[config.mk]
export PLATFORM = sky130hd
export DESIGN_NAME = isometric_grid_edge_rasterizer_flat
export DESIGN_NICKNAME = d
export VERILOG_FILES = /design/src/igr_pkg.sv /design/src/igr_if.sv /design/src/igr_front.sv /design/src/igr_queue.sv /design/src/igr_step.sv /design/src/igr_pix.sv /design/src/isometric_grid_edge_rasterizer.sv /design/src/flat_wrapper.sv
export SDC_FILE = /design/constraint.sdc
export NUM_CORES = 1
export LEC_CHECK = 0
export BUFFER_PORTS_ARGS = -buffer_cell sky130_fd_sc_hd__buf_4
export CAP_MARGIN = 20
export CORE_UTILIZATION = 60
export CTS_BUF_LIST = sky130_fd_sc_hd__clkbuf_16
export DETAILED_ROUTE_END_ITERATION = 7
export PLACE_DENSITY = 0.79
export SETUP_SLACK_MARGIN = 0.4
export SLEW_MARGIN = 10
export SYNTH_ARGS = -nofsm -noshare
export SYNTH_HDL_FRONTEND = slang
export SYNTH_SLANG_ARGS = --single-unit
export TNS_END_PERCENT = 1
[constraint.sdc]
create_clock -name clock -period 7 [get_ports clock]
set_input_delay 0 -clock clock [delete_from_list [all_inputs] [get_ports clock]]
set_output_delay 0 -clock clock [all_outputs]
set_load 0.05 [all_outputs]
[src/igr_pkg.sv]
// Shared types and constants of the isometric grid edge rasterizer.
package igr_pkg;

   // Input and configuration widths.
   localparam int IDX_W       = 6;
   localparam int HGT_W       = 3;
   localparam int CSR_ADDR_W  = 3;
   localparam int CSR_DATA_W  = 32;
   localparam int COORD_W     = 12;
   localparam int PITCH_W     = 14;
   localparam int BPP_W       = 3;
   localparam int COLOR_W     = 32;
   localparam int OFF_W       = 26;

   // Internal widths.
   localparam int X_W         = 10;  // projected x of the start point
   localparam int Y_W         = 10;  // projected y of the start point, signed
   localparam int DY_W        = 7;   // vertical rise of an edge, signed
   localparam int LEN_W       = 6;   // steps along the major axis
   localparam int Q_W         = 3;   // quotient along the minor axis
   localparam int PX_W        = 13;  // screen x
   localparam int PY_W        = 14;  // screen y, signed
   localparam int PRODY_W     = COORD_W + PITCH_W;
   localparam int PRODX_W     = COORD_W + BPP_W;

   // Projection constants.
   localparam int GRID_DX     = 7;
   localparam int GRID_DY     = 4;
   localparam int HEIGHT_DY   = 8;
   localparam int LEVEL_LEN   = 7;
   localparam int LEVEL_NUM   = 4;
   localparam int SLOPE_NUM   = 7;

   typedef enum logic [CSR_ADDR_W-1:0] {
      REG_ORIGIN_X        = 3'd0,
      REG_ORIGIN_Y        = 3'd1,
      REG_ROW_PITCH       = 3'd2,
      REG_BYTES_PER_PIXEL = 3'd3,
      REG_CANVAS_WIDTH    = 3'd4,
      REG_CANVAS_HEIGHT   = 3'd5,
      REG_PIXEL_COLOR     = 3'd6
   } csr_reg_type;

   typedef struct packed {
      logic [COORD_W-1:0] origin_x;
      logic [COORD_W-1:0] origin_y;
      logic [PITCH_W-1:0] row_pitch;
      logic [BPP_W-1:0]   bytes_per_pixel;
      logic [COORD_W-1:0] canvas_width;
      logic [COORD_W-1:0] canvas_height;
      logic [COLOR_W-1:0] pixel_color;
   } cfg_type;

   // One classified edge waiting for the stepper.
   typedef struct packed {
      logic [X_W-1:0]        x;
      logic signed [Y_W-1:0] y;
      logic                  level;
      logic                  dy_neg;
      logic [LEN_W-1:0]      len;
      logic [Q_W-1:0]        num;
   } job_type;

   // One screen position produced by the stepper.
   typedef struct packed {
      logic [PX_W-1:0]        px;
      logic signed [PY_W-1:0] py;
      logic                   last;
   } pix_type;

endpackage

[src/igr_if.sv]
// Channel interfaces of the isometric grid edge rasterizer.
interface igr_req_if import igr_pkg::*; ();
   logic                    valid;
   logic                    ready;
   logic                    func;
   logic [IDX_W-1:0]        grid_row;
   logic [IDX_W-1:0]        grid_col;
   logic signed [HGT_W-1:0] height_start;
   logic signed [HGT_W-1:0] height_end;

   modport source (output valid, func, grid_row, grid_col, height_start, height_end,
                   input ready);
   modport sink (input valid, func, grid_row, grid_col, height_start, height_end,
                 output ready);
endinterface

interface igr_rsp_if import igr_pkg::*; ();
   logic               valid;
   logic               ready;
   logic [OFF_W-1:0]   pixel_offset;
   logic [COLOR_W-1:0] write_color;
   logic               write_enable;
   logic               last_pixel;

   modport source (output valid, pixel_offset, write_color, write_enable, last_pixel,
                   input ready);
   modport sink (input valid, pixel_offset, write_color, write_enable, last_pixel,
                 output ready);
endinterface

interface igr_csr_if import igr_pkg::*; ();
   logic                  valid;
   logic                  ready;
   logic [CSR_ADDR_W-1:0] index;
   logic [CSR_DATA_W-1:0] data;

   modport source (output valid, index, data, input ready);
   modport sink (input valid, index, data, output ready);
endinterface

[src/igr_front.sv]
// Front end: projects an incoming edge and classifies it as level or sloped.
module igr_front import igr_pkg::*; (
   igr_req_if.sink   req_bus,
   output logic      push_vld,
   output job_type   push_job,
   input  logic      push_rdy
);

   logic [X_W-1:0]         sum_rc;
   logic signed [Y_W-1:0]  diff_cr;
   logic signed [Y_W-1:0]  h0_ext;
   logic signed [DY_W-1:0] dh;
   logic signed [DY_W-1:0] dy;
   logic                   level;

   assign sum_rc  = X_W'(req_bus.grid_row) + X_W'(req_bus.grid_col);
   assign diff_cr = $signed(Y_W'(req_bus.grid_col)) - $signed(Y_W'(req_bus.grid_row));
   assign h0_ext  = Y_W'(req_bus.height_start);
   assign dh      = DY_W'(req_bus.height_end) - DY_W'(req_bus.height_start);
   assign dy      = (dh * DY_W'(HEIGHT_DY)) +
                    (req_bus.func ? DY_W'(GRID_DY) : -DY_W'(GRID_DY));
   assign level   = (req_bus.height_start == req_bus.height_end);

   // A level edge steps seven times along x; a sloped one steps once per line of rise.
   always_comb begin
      push_job.x      = sum_rc * X_W'(GRID_DX);
      push_job.y      = (diff_cr * Y_W'(GRID_DY)) + (h0_ext * Y_W'(HEIGHT_DY));
      push_job.level  = level;
      push_job.dy_neg = dy[DY_W-1];
      if (level) begin
         push_job.len = LEN_W'(LEVEL_LEN);
         push_job.num = Q_W'(LEVEL_NUM);
      end else begin
         push_job.len = dy[DY_W-1] ? LEN_W'(-dy) : LEN_W'(dy);
         push_job.num = Q_W'(SLOPE_NUM);
      end
   end

   assign push_vld      = req_bus.valid;
   assign req_bus.ready = push_rdy;

endmodule

[src/igr_queue.sv]
// Two-word queue that decouples the front end from the stepper.
module igr_queue import igr_pkg::*; (
   input  logic    clock,
   input  logic    reset,
   input  logic    push_vld,
   input  job_type push_job,
   output logic    push_rdy,
   input  logic    pop,
   output logic    head_vld,
   output job_type head_job
);

   job_type    head_ff, head_in;
   job_type    tail_ff, tail_in;
   logic [1:0] cnt_ff, cnt_in;
   logic       do_push;
   logic       do_pop;

   assign push_rdy = (cnt_ff != 2'd2);
   assign head_vld = (cnt_ff != 2'd0);
   assign head_job = head_ff;
   assign do_push  = push_vld & push_rdy;
   assign do_pop   = pop & head_vld;

   always_comb begin
      head_in = head_ff;
      tail_in = tail_ff;
      cnt_in  = cnt_ff;
      case ({do_push, do_pop})
         2'b10: begin
            if (cnt_ff == 2'd0) begin
               head_in = push_job;
            end else begin
               tail_in = push_job;
            end
            cnt_in = cnt_ff + 2'd1;
         end
         2'b01: begin
            head_in = tail_ff;
            cnt_in  = cnt_ff - 2'd1;
         end
         2'b11: begin
            if (cnt_ff == 2'd1) begin
               head_in = push_job;
            end else begin
               head_in = tail_ff;
               tail_in = push_job;
            end
         end
         default: begin
         end
      endcase
   end

   always_ff @(posedge clock) begin
      if (reset) begin
         cnt_ff <= 2'd0;
      end else begin
         cnt_ff <= cnt_in;
      end
      head_ff <= head_in;
      tail_ff <= tail_in;
   end

endmodule

[src/igr_step.sv]
// Back end stepper: walks one edge a pixel per cycle with a running remainder, unless the output stalls.
module igr_step import igr_pkg::*; (
   input  logic               clock,
   input  logic               reset,
   input  logic [COORD_W-1:0] origin_x,
   input  logic [COORD_W-1:0] origin_y,
   input  logic               job_vld,
   input  job_type            job,
   output logic               job_pop,
   output logic               pix_vld,
   output pix_type            pix,
   input  logic               pix_ready
);

   logic             busy_ff, busy_in;
   job_type          job_ff, job_in;
   logic [LEN_W-1:0] m_ff, m_in;
   logic [Q_W-1:0]   q_ff, q_in;
   logic [LEN_W-1:0] r_ff, r_in;
   logic             out_vld_ff, out_vld_in;
   pix_type          out_ff, out_in;

   logic                   out_free;
   logic                   step_go;
   logic                   load;
   logic                   at_end;
   logic [LEN_W-1:0]       sx_mag;
   logic [LEN_W-1:0]       sy_mag;
   logic signed [PY_W-1:0] sy_ext;
   logic signed [PY_W-1:0] sy;
   logic [LEN_W:0]         rn;
   logic [LEN_W:0]         len2;
   logic [PX_W-1:0]        px;
   logic signed [PY_W-1:0] py;

   assign out_free = !out_vld_ff | pix_ready;
   assign step_go  = busy_ff & out_free;
   assign load     = !busy_ff & job_vld;
   assign job_pop  = load;
   assign at_end   = (m_ff == job_ff.len);

   // The step count runs on the major axis; the quotient is the minor axis.
   assign sx_mag = job_ff.level ? m_ff : LEN_W'(q_ff);
   assign sy_mag = job_ff.level ? LEN_W'(q_ff) : m_ff;
   assign sy_ext = $signed(PY_W'(sy_mag));
   assign sy     = job_ff.dy_neg ? -sy_ext : sy_ext;
   assign px     = PX_W'(origin_x) + PX_W'(job_ff.x) + PX_W'(sx_mag);
   assign py     = $signed(PY_W'(origin_y)) - PY_W'(job_ff.y) - sy;

   // The remainder stays below len; a short edge of length four can carry twice.
   assign rn   = (LEN_W + 1)'(r_ff) + (LEN_W + 1)'(job_ff.num);
   assign len2 = {job_ff.len, 1'b0};

   always_comb begin
      busy_in    = busy_ff;
      job_in     = job_ff;
      m_in       = m_ff;
      q_in       = q_ff;
      r_in       = r_ff;
      out_vld_in = out_vld_ff;
      out_in     = out_ff;
      if (out_free) begin
         out_vld_in = step_go;
      end
      if (load) begin
         busy_in = 1'b1;
         job_in  = job;
         m_in    = '0;
         q_in    = '0;
         r_in    = '0;
      end else if (step_go) begin
         out_in.px   = px;
         out_in.py   = py;
         out_in.last = at_end;
         if (at_end) begin
            busy_in = 1'b0;
         end else begin
            m_in = m_ff + LEN_W'(1);
            if (rn >= len2) begin
               q_in = q_ff + Q_W'(2);
               r_in = LEN_W'(rn - len2);
            end else if (rn >= (LEN_W + 1)'(job_ff.len)) begin
               q_in = q_ff + Q_W'(1);
               r_in = LEN_W'(rn - (LEN_W + 1)'(job_ff.len));
            end else begin
               r_in = LEN_W'(rn);
            end
         end
      end
   end

   always_ff @(posedge clock) begin
      if (reset) begin
         busy_ff    <= 1'b0;
         out_vld_ff <= 1'b0;
      end else begin
         busy_ff    <= busy_in;
         out_vld_ff <= out_vld_in;
      end
      job_ff <= job_in;
      m_ff   <= m_in;
      q_ff   <= q_in;
      r_ff   <= r_in;
      out_ff <= out_in;
   end

   assign pix_vld = out_vld_ff;
   assign pix     = out_ff;

endmodule

[src/igr_pix.sv]
// Pixel stage: clips to the canvas, forms the byte offset and drives the result word.
module igr_pix import igr_pkg::*; (
   input  logic       clock,
   input  logic       reset,
   input  cfg_type    cfg,
   input  logic       pix_vld,
   input  pix_type    pix,
   output logic       pix_ready,
   igr_rsp_if.source  rsp_bus
);

   logic               p_vld_ff, p_vld_in;
   logic               p_en_ff, p_en_in;
   logic               p_last_ff, p_last_in;
   logic [PRODY_W-1:0] p_prody_ff, p_prody_in;
   logic [PRODX_W-1:0] p_prodx_ff, p_prodx_in;
   logic               o_vld_ff, o_vld_in;
   logic [OFF_W-1:0]   o_off_ff, o_off_in;
   logic               o_en_ff, o_en_in;
   logic               o_last_ff, o_last_in;

   logic o_rdy;
   logic p_rdy;
   logic in_canvas;

   assign o_rdy     = !o_vld_ff | rsp_bus.ready;
   assign p_rdy     = !p_vld_ff | o_rdy;
   assign pix_ready = p_rdy;

   // Column zero and line zero count as outside the canvas.
   assign in_canvas = (pix.px != '0) && (pix.px < PX_W'(cfg.canvas_width)) &&
                      !pix.py[PY_W-1] && (pix.py != '0) &&
                      (pix.py < $signed(PY_W'(cfg.canvas_height)));

   always_comb begin
      p_vld_in   = p_vld_ff;
      p_en_in    = p_en_ff;
      p_last_in  = p_last_ff;
      p_prody_in = p_prody_ff;
      p_prodx_in = p_prodx_ff;
      if (p_rdy) begin
         p_vld_in   = pix_vld;
         p_en_in    = in_canvas;
         p_last_in  = pix.last;
         p_prody_in = PRODY_W'(pix.py[COORD_W-1:0]) * PRODY_W'(cfg.row_pitch);
         p_prodx_in = PRODX_W'(pix.px[COORD_W-1:0]) * PRODX_W'(cfg.bytes_per_pixel);
      end
   end

   always_comb begin
      o_vld_in  = o_vld_ff;
      o_off_in  = o_off_ff;
      o_en_in   = o_en_ff;
      o_last_in = o_last_ff;
      if (o_rdy) begin
         o_vld_in  = p_vld_ff;
         o_en_in   = p_en_ff;
         o_last_in = p_last_ff;
         o_off_in  = p_en_ff ? (OFF_W'(p_prody_ff) + OFF_W'(p_prodx_ff)) : '0;
      end
   end

   always_ff @(posedge clock) begin
      if (reset) begin
         p_vld_ff <= 1'b0;
         o_vld_ff <= 1'b0;
      end else begin
         p_vld_ff <= p_vld_in;
         o_vld_ff <= o_vld_in;
      end
      p_en_ff    <= p_en_in;
      p_last_ff  <= p_last_in;
      p_prody_ff <= p_prody_in;
      p_prodx_ff <= p_prodx_in;
      o_off_ff   <= o_off_in;
      o_en_ff    <= o_en_in;
      o_last_ff  <= o_last_in;
   end

   assign rsp_bus.valid        = o_vld_ff;
   assign rsp_bus.pixel_offset = o_off_ff;
   assign rsp_bus.write_color  = cfg.pixel_color;
   assign rsp_bus.write_enable = o_en_ff;
   assign rsp_bus.last_pixel   = o_last_ff;

endmodule

[src/isometric_grid_edge_rasterizer.sv]
// An edge word is projected and queued by the front end, then the stepper emits one pixel
// word per cycle along the major axis unless the output stalls: an edge of equal heights
// gives 8 words, a sloped edge gives |rise| + 1 words (5 to 61), the final one flagged as
// last. The stepper loads each edge into its job register and takes no new edge until it
// has emitted the last word of it; words then pass its output register and the two pixel
// stages. A two-word queue lets new edges be taken while the stepper works, and the pixel
// pipe holds its words when the result side stalls. The register port is always ready.
module isometric_grid_edge_rasterizer import igr_pkg::*; (
   input  logic      clock,
   input  logic      reset,
   igr_req_if.sink   req_bus,
   igr_rsp_if.source rsp_bus,
   igr_csr_if.sink   csr_bus
);

   cfg_type cfg_ff, cfg_in;

   logic    push_vld;
   job_type push_job;
   logic    push_rdy;
   logic    head_vld;
   job_type head_job;
   logic    job_pop;
   logic    pix_vld;
   pix_type pix;
   logic    pix_ready;

   assign csr_bus.ready = 1'b1;

   always_comb begin
      cfg_in = cfg_ff;
      if (csr_bus.valid) begin
         case (csr_reg_type'(csr_bus.index))
            REG_ORIGIN_X:        cfg_in.origin_x        = csr_bus.data[COORD_W-1:0];
            REG_ORIGIN_Y:        cfg_in.origin_y        = csr_bus.data[COORD_W-1:0];
            REG_ROW_PITCH:       cfg_in.row_pitch       = csr_bus.data[PITCH_W-1:0];
            REG_BYTES_PER_PIXEL: cfg_in.bytes_per_pixel = csr_bus.data[BPP_W-1:0];
            REG_CANVAS_WIDTH:    cfg_in.canvas_width    = csr_bus.data[COORD_W-1:0];
            REG_CANVAS_HEIGHT:   cfg_in.canvas_height   = csr_bus.data[COORD_W-1:0];
            REG_PIXEL_COLOR:     cfg_in.pixel_color     = csr_bus.data[COLOR_W-1:0];
            default: begin
            end
         endcase
      end
   end

   always_ff @(posedge clock) begin
      if (reset) begin
         cfg_ff.origin_x        <= '0;
         cfg_ff.origin_y        <= '0;
         cfg_ff.row_pitch       <= '0;
         cfg_ff.bytes_per_pixel <= BPP_W'(4);
         cfg_ff.canvas_width    <= COORD_W'(1920);
         cfg_ff.canvas_height   <= COORD_W'(1080);
         cfg_ff.pixel_color     <= COLOR_W'(32'h00FF_FFFF);
      end else begin
         cfg_ff <= cfg_in;
      end
   end

   igr_front u_front (
      .req_bus  (req_bus),
      .push_vld (push_vld),
      .push_job (push_job),
      .push_rdy (push_rdy)
   );

   igr_queue u_queue (
      .clock    (clock),
      .reset    (reset),
      .push_vld (push_vld),
      .push_job (push_job),
      .push_rdy (push_rdy),
      .pop      (job_pop),
      .head_vld (head_vld),
      .head_job (head_job)
   );

   igr_step u_step (
      .clock     (clock),
      .reset     (reset),
      .origin_x  (cfg_ff.origin_x),
      .origin_y  (cfg_ff.origin_y),
      .job_vld   (head_vld),
      .job       (head_job),
      .job_pop   (job_pop),
      .pix_vld   (pix_vld),
      .pix       (pix),
      .pix_ready (pix_ready)
   );

   igr_pix u_pix (
      .clock     (clock),
      .reset     (reset),
      .cfg       (cfg_ff),
      .pix_vld   (pix_vld),
      .pix       (pix),
      .pix_ready (pix_ready),
      .rsp_bus   (rsp_bus)
   );

endmodule
[src/flat_wrapper.sv]
// flat-port wrapper written by rule: the top's interface ports become plain ports
module isometric_grid_edge_rasterizer_flat import igr_pkg::*;
  (clock, reset, req_bus_valid, req_bus_func, req_bus_grid_row, req_bus_grid_col, req_bus_height_start, req_bus_height_end, req_bus_ready, rsp_bus_valid, rsp_bus_pixel_offset, rsp_bus_write_color, rsp_bus_write_enable, rsp_bus_last_pixel, rsp_bus_ready, csr_bus_valid, csr_bus_index, csr_bus_data, csr_bus_ready);
  igr_req_if req_bus_i ();
  igr_rsp_if rsp_bus_i ();
  igr_csr_if csr_bus_i ();
  input  logic clock;
  input  logic reset;
  input wire logic [$bits(req_bus_i.valid)-1:0] req_bus_valid;
  input wire logic [$bits(req_bus_i.func)-1:0] req_bus_func;
  input wire logic [$bits(req_bus_i.grid_row)-1:0] req_bus_grid_row;
  input wire logic [$bits(req_bus_i.grid_col)-1:0] req_bus_grid_col;
  input wire logic [$bits(req_bus_i.height_start)-1:0] req_bus_height_start;
  input wire logic [$bits(req_bus_i.height_end)-1:0] req_bus_height_end;
  output wire logic [$bits(req_bus_i.ready)-1:0] req_bus_ready;
  output wire logic [$bits(rsp_bus_i.valid)-1:0] rsp_bus_valid;
  output wire logic [$bits(rsp_bus_i.pixel_offset)-1:0] rsp_bus_pixel_offset;
  output wire logic [$bits(rsp_bus_i.write_color)-1:0] rsp_bus_write_color;
  output wire logic [$bits(rsp_bus_i.write_enable)-1:0] rsp_bus_write_enable;
  output wire logic [$bits(rsp_bus_i.last_pixel)-1:0] rsp_bus_last_pixel;
  input wire logic [$bits(rsp_bus_i.ready)-1:0] rsp_bus_ready;
  input wire logic [$bits(csr_bus_i.valid)-1:0] csr_bus_valid;
  input wire logic [$bits(csr_bus_i.index)-1:0] csr_bus_index;
  input wire logic [$bits(csr_bus_i.data)-1:0] csr_bus_data;
  output wire logic [$bits(csr_bus_i.ready)-1:0] csr_bus_ready;
  assign req_bus_i.valid = req_bus_valid;
  assign req_bus_i.func = req_bus_func;
  assign req_bus_i.grid_row = req_bus_grid_row;
  assign req_bus_i.grid_col = req_bus_grid_col;
  assign req_bus_i.height_start = req_bus_height_start;
  assign req_bus_i.height_end = req_bus_height_end;
  assign req_bus_ready = req_bus_i.ready;
  assign rsp_bus_valid = rsp_bus_i.valid;
  assign rsp_bus_pixel_offset = rsp_bus_i.pixel_offset;
  assign rsp_bus_write_color = rsp_bus_i.write_color;
  assign rsp_bus_write_enable = rsp_bus_i.write_enable;
  assign rsp_bus_last_pixel = rsp_bus_i.last_pixel;
  assign rsp_bus_i.ready = rsp_bus_ready;
  assign csr_bus_i.valid = csr_bus_valid;
  assign csr_bus_i.index = csr_bus_index;
  assign csr_bus_i.data = csr_bus_data;
  assign csr_bus_ready = csr_bus_i.ready;
  isometric_grid_edge_rasterizer u_core (.clock(clock), .reset(reset), .req_bus(req_bus_i), .rsp_bus(rsp_bus_i), .csr_bus(csr_bus_i));
endmodule
==> out/results.tsv <==
stage	metric	value	unit
detailed_routing	final routed wire length divided by cell count	17.1	um
clock_network	number of buffers inserted by post-CTS setup repair	0	
die	count of standard-cell rows	69	
timing	Relative slew margins	32.2	%
worst_setup_path	cell breakdown of the critical path	and2_1, fa_1, inv_1, fa_1, inv_1, fa_1, fa_1, inv_1, fa_1, inv_1, ha_1, a211oi_1, nor2_1, a31o_2, a2111oi_4, nor3_1, a211o_1	
clock_network	number of sinks driven by the clock tree	288	
power	P per Cell Area	336	nW/um^2
worst_setup_path	type of the setup path with the least slack	flop to flop	
worst_setup_path	CP Capture Type	flop	
power	highest ir drop seen on vdd	0.240	mV
worst_setup_path	path depth of the worst reg2reg path	17	
logic_synthesis	sequential area share after synthesis	33.9	%
clock_network	buffer levels on the longest clock path	3	
clock_network	CTS Root Buffer Type	sky130_fd_sc_hd__clkbuf_16	
finish	fin nets	2841	
die	number of top-level pins	122	
die	effective utilization at floorplan	61.5	%
timing	maximum clock frequency	0.171	GHz
worst_setup_path	worst endpoint data arrival time	6200	ps
worst_setup_path	peak per-stage delay on the critical path	630	ps
die	die height	194	um
clock_network	deepest level of the CTS H-tree	1	
detailed_routing	routed vias	16300	
clock_network	clock transition at the registers of the reported paths	60	ps
timing	slew at the pin with the worst max-slew slack	1020	ps
timing	sum of negative setup slack	0	ps
detailed_routing	drt pass-1 iters	5	
clock_network	clock buffer count from CTS	31	
detailed_routing	number of violations reported at the end of detailed-routing iteration 0	947	
min_path	path type of the worst min-delay path	input port to flop	
detailed_routing	count of unresolved DRC violations after routing	0	
logic_synthesis	synthesized netlist cell count	2312	
worst_setup_path	required arrival time at the worst endpoint	7340	ps
clock_network	clock insertion delay at the later pin of the skew report	600	ps
timing	final count of negative-setup-slack endpoints	0	
grt	largest net degree at the start of global routing	104	
worst_setup_path	capture point of the worst reg-to-reg path	u_core.u_pix.p_prody_ff[25]	
timing	worst hold slack	25.2	ps
timing	Max Clock Skew	13.4	ps
grt	GRT overflow	0	
die	Core Footprint	35800	um^2
die	die span in x	194	um
logic_synthesis	flip-flop and latch count after synthesis	288	
place	Detailed Place HPWL	36600	um
grt	first-pass GRT wire length	82200	um
clock_network	clock tree from TritonCTS	done	
logic_synthesis	Post-synth EDFFs	170	
timing	number of max-slew violations in the final report	0	
grt	antenna violations before repair	1	
detailed_routing	drt via density	5.62	
logic_synthesis	average size of a mapped cell	9.52	um^2
run_status	status	complete, no violations	
logic_synthesis	mapped cell area	22000	um^2
logic_synthesis	ys async rst share	0	%
detailed_routing	Post-DRT Antenna Nets	0	
worst_setup_path	nature of the critical path startpoint	flop	
worst_setup_path	launch point of the worst reg-to-reg path	u_core.u_step.pix[12]	
timing	part of the cycle the worst path needs	83.7	%
die	overall die area	37500	um^2
worst_setup_path	last element of the critical path	u_core.u_pix.p_prody_ff[25]	
logic_synthesis	dominant synthesized flop cell	sky130_fd_sc_hd__edfxtp_1	
logic_synthesis	Distinct cells, synth	78	
timing	hold violation count in the final report	0	
grt	number of global-route vias before repair	16900	
worst_setup_path	cell repeated most along the worst path	sky130_fd_sc_hd__fa_1	
worst_setup_path	biggest fanout along the worst timing path	16	
finish	fraction of final layout cells sized beyond drive strength 1	8.28	%
finish	Synth-to-Final Area Change	11.8	%
place	count of input and output buffers	120	
clock_network	number of buffers inserted for hold repair after clock tree synthesis	48	
worst_setup_path	cell with the largest stage delay on the worst path	sky130_fd_sc_hd__edfxtp_1	
power	leakage power figure	11.3	nW
logic_synthesis	Synth warnings	0	
detailed_routing	aggregate routed wire length	49600	um
timing	post-layout minimum cycle time	5860	ps
worst_setup_path	register-to-register setup slack	1140	ps
grt	Total GRT Usage	27.0	%
timing	setup repair after global routing missed its margin	no	
place	weighted congestion at the end of routability-driven global placement	0.901	
run	maxcap violations	0	
clock_network	CTS-repair resized insts	0	
worst_setup_path	crit path from	u_core.u_step.pix[12]	
-- report_power, final --
| group | internal (mW) | switching [mW] |
|---|---|---|
| logic | 1.54 | 2.14 |
| registers | 2.46 | 0.429 |
| clock network | 0.998 | 0.705 |
| total | 5.00 | 3.28 |
-- placed cells by master, fill, tap and decap left out, types with 15 or more instances in the layout --
cell | synthesis | final
sky130_fd_sc_hd__a211oi_1 | 20 | 20
sky130_fd_sc_hd__a21o_1 | 40 | 40
sky130_fd_sc_hd__a21oi_1 | 137 | 136
sky130_fd_sc_hd__a22o_1 | 16 | 16
sky130_fd_sc_hd__and2_1 | 72 | 72
sky130_fd_sc_hd__and3_1 | 17 | 17
sky130_fd_sc_hd__buf_4 | 33 | 128
sky130_fd_sc_hd__clkbuf_16 | 0 | 31
sky130_fd_sc_hd__dfxtp_1 | 118 | 118
sky130_fd_sc_hd__dlygate4sd3_1 | 0 | 48
sky130_fd_sc_hd__edfxtp_1 | 170 | 170
sky130_fd_sc_hd__fa_1 | 165 | 165
sky130_fd_sc_hd__ha_1 | 201 | 201
sky130_fd_sc_hd__inv_1 | 311 | 317
sky130_fd_sc_hd__mux2i_1 | 15 | 15
sky130_fd_sc_hd__nand2_1 | 393 | 392
sky130_fd_sc_hd__nand2b_1 | 21 | 21
sky130_fd_sc_hd__nand3_1 | 21 | 20
sky130_fd_sc_hd__nand3b_1 | 30 | 30
sky130_fd_sc_hd__nor2_1 | 92 | 91
sky130_fd_sc_hd__nor2b_1 | 21 | 21
sky130_fd_sc_hd__nor3_1 | 31 | 30
sky130_fd_sc_hd__o21a_1 | 17 | 17
sky130_fd_sc_hd__o21ai_0 | 57 | 57
sky130_fd_sc_hd__xnor2_1 | 68 | 68
sky130_fd_sc_hd__xor2_1 | 28 | 28
-- kinds of logic (layout without fill, tap and decap cells) --
kind of cell / Yosys count / after routing / share of synthesized area, %
buf+inv: 419 / 547 / 7.77
simple gates: 734 / 734 / 15.4
xor+xnor: 97 / 97 / 3.89
compound gates: 388 / 388 / 11.7
other cells: 1 / 3 / 0.0170
flops: 288 / 288 / 33.9
mux: 19 / 19 / 0.886
fa+ha+maj: 366 / 366 / 26.4
-- per-stage QoR --
stage | setup slack [ps] | power (mW) | util [%] | area, um^2 | cells
finish | 1140 | 8.28 | 68.7 | 24600 | 2903
global route | 798 | 8.89 | 68.7 | 24600 | 2903
CTS | 1150 | 8.28 | 68.6 | 24600 | 2900
detailed placement | 1170 | 6.53 | 64.3 | 23000 | 2794
global placement | 1340 | 6.40 | 64.3 | 23000 | 2794
floorplan | 1550 | 5.60 | - | 22000 | 2313
-- flip-flops by register name (all words and copies together) (netlist names), 2 cells and up --
signal and cells:
u_core.u_step.m_ff 6, u_core.u_pix.rsp_bus.pixel_offset 26, u_core.u_queue.head_job 24, u_core.u_queue.tail_ff 23, u_core.u_step.pix 28, u_core.u_step.q_ff 3
u_core.u_step.r_ff 6, u_core.u_pix.p_prody_ff 26, u_core.cfg_ff 97, u_core.u_pix.p_prodx_ff 15, u_core.u_step.job_ff 24, u_core.u_queue.cnt_ff 2
-- synthesized netlist by cell type (all sizes together) (10+ instances only) --
library cell | n | share of area (%)
dfxtp | 118 | 11
nand3b | 30 | 1.0
a31oi | 11 | 0.31
nor3 | 32 | 0.75
nand3 | 21 | 0.48
a21o | 40 | 1.4
buf | 43 | 1.4
ha | 201 | 11
nand2b | 21 | 0.60
xor2 | 28 | 1.1
nor2b | 21 | 0.60
or3 | 10 | 0.28
nor2 | 92 | 1.6
o21a | 17 | 0.58
clkbuf | 65 | 1.1
fa | 165 | 15
o21ai | 60 | 1.4
xnor2 | 69 | 2.8
a211oi | 22 | 0.80
inv | 311 | 5.3
edfxtp | 170 | 23
a211o | 10 | 0.40
and2 | 72 | 2.0
o21bai | 10 | 0.34
mux2i | 15 | 0.68
and3 | 17 | 0.48
a22o | 16 | 0.64
a21oi | 138 | 3.2
nand2 | 393 | 6.7
-- layout make-up --
type                            instances  area (um^2)
Sequential cell                       288         7470
Fill cell                            2644        11200
Clock buffer                           31          776
Multi-Input combinational cell       1606        12900
Inverter                              311         1170
Tap cell                              461          577
Timing Repair Buffer                  178         1470
Clock inverter                         27          285
Antenna cell                            1         2.50
-- how the worst min path moves through the flow --
stage / start / to / cells past startpoint
2_1_floorplan: csr_bus_data[7] / u_core.cfg_ff[51] / 1
3_3_place_gp: csr_bus_data[23] / u_core.cfg_ff[23] / 3
3_5_place_dp: csr_bus_data[16] / u_core.cfg_ff[16] / 3
4_1_cts: req_bus_grid_col[1] / u_core.u_queue.tail_ff[22] / 3
5_1_grt: req_bus_grid_col[1] / u_core.u_queue.tail_ff[22] / 3
6_report: req_bus_grid_col[1] / u_core.u_queue.tail_ff[22] / 3
-- per-layer routing --
layer / share of wire, % / wire length, um / track usage [%] / up-vias
met5: 0 / 0 / 0 / -
met4: 3.6 / 1790 / 10.5 / 0
met3: 4.5 / 2220 / 3.49 / 109
met2: 52 / 25700 / 50.2 / 424
met1: 40 / 19900 / 31.3 / 7886
li1: - / - / - / 7882
-- critical path: cells and delay by family (launching register included) --
kind | cells | cell delay (ps)
flops | 1 | 630
simple gates | 3 | 490
buf+inv | 4 | 190
fa+ha+maj | 6 | 2990
compound gates | 4 | 1290
Note: power is estimated with default switching activity, not from simulation.
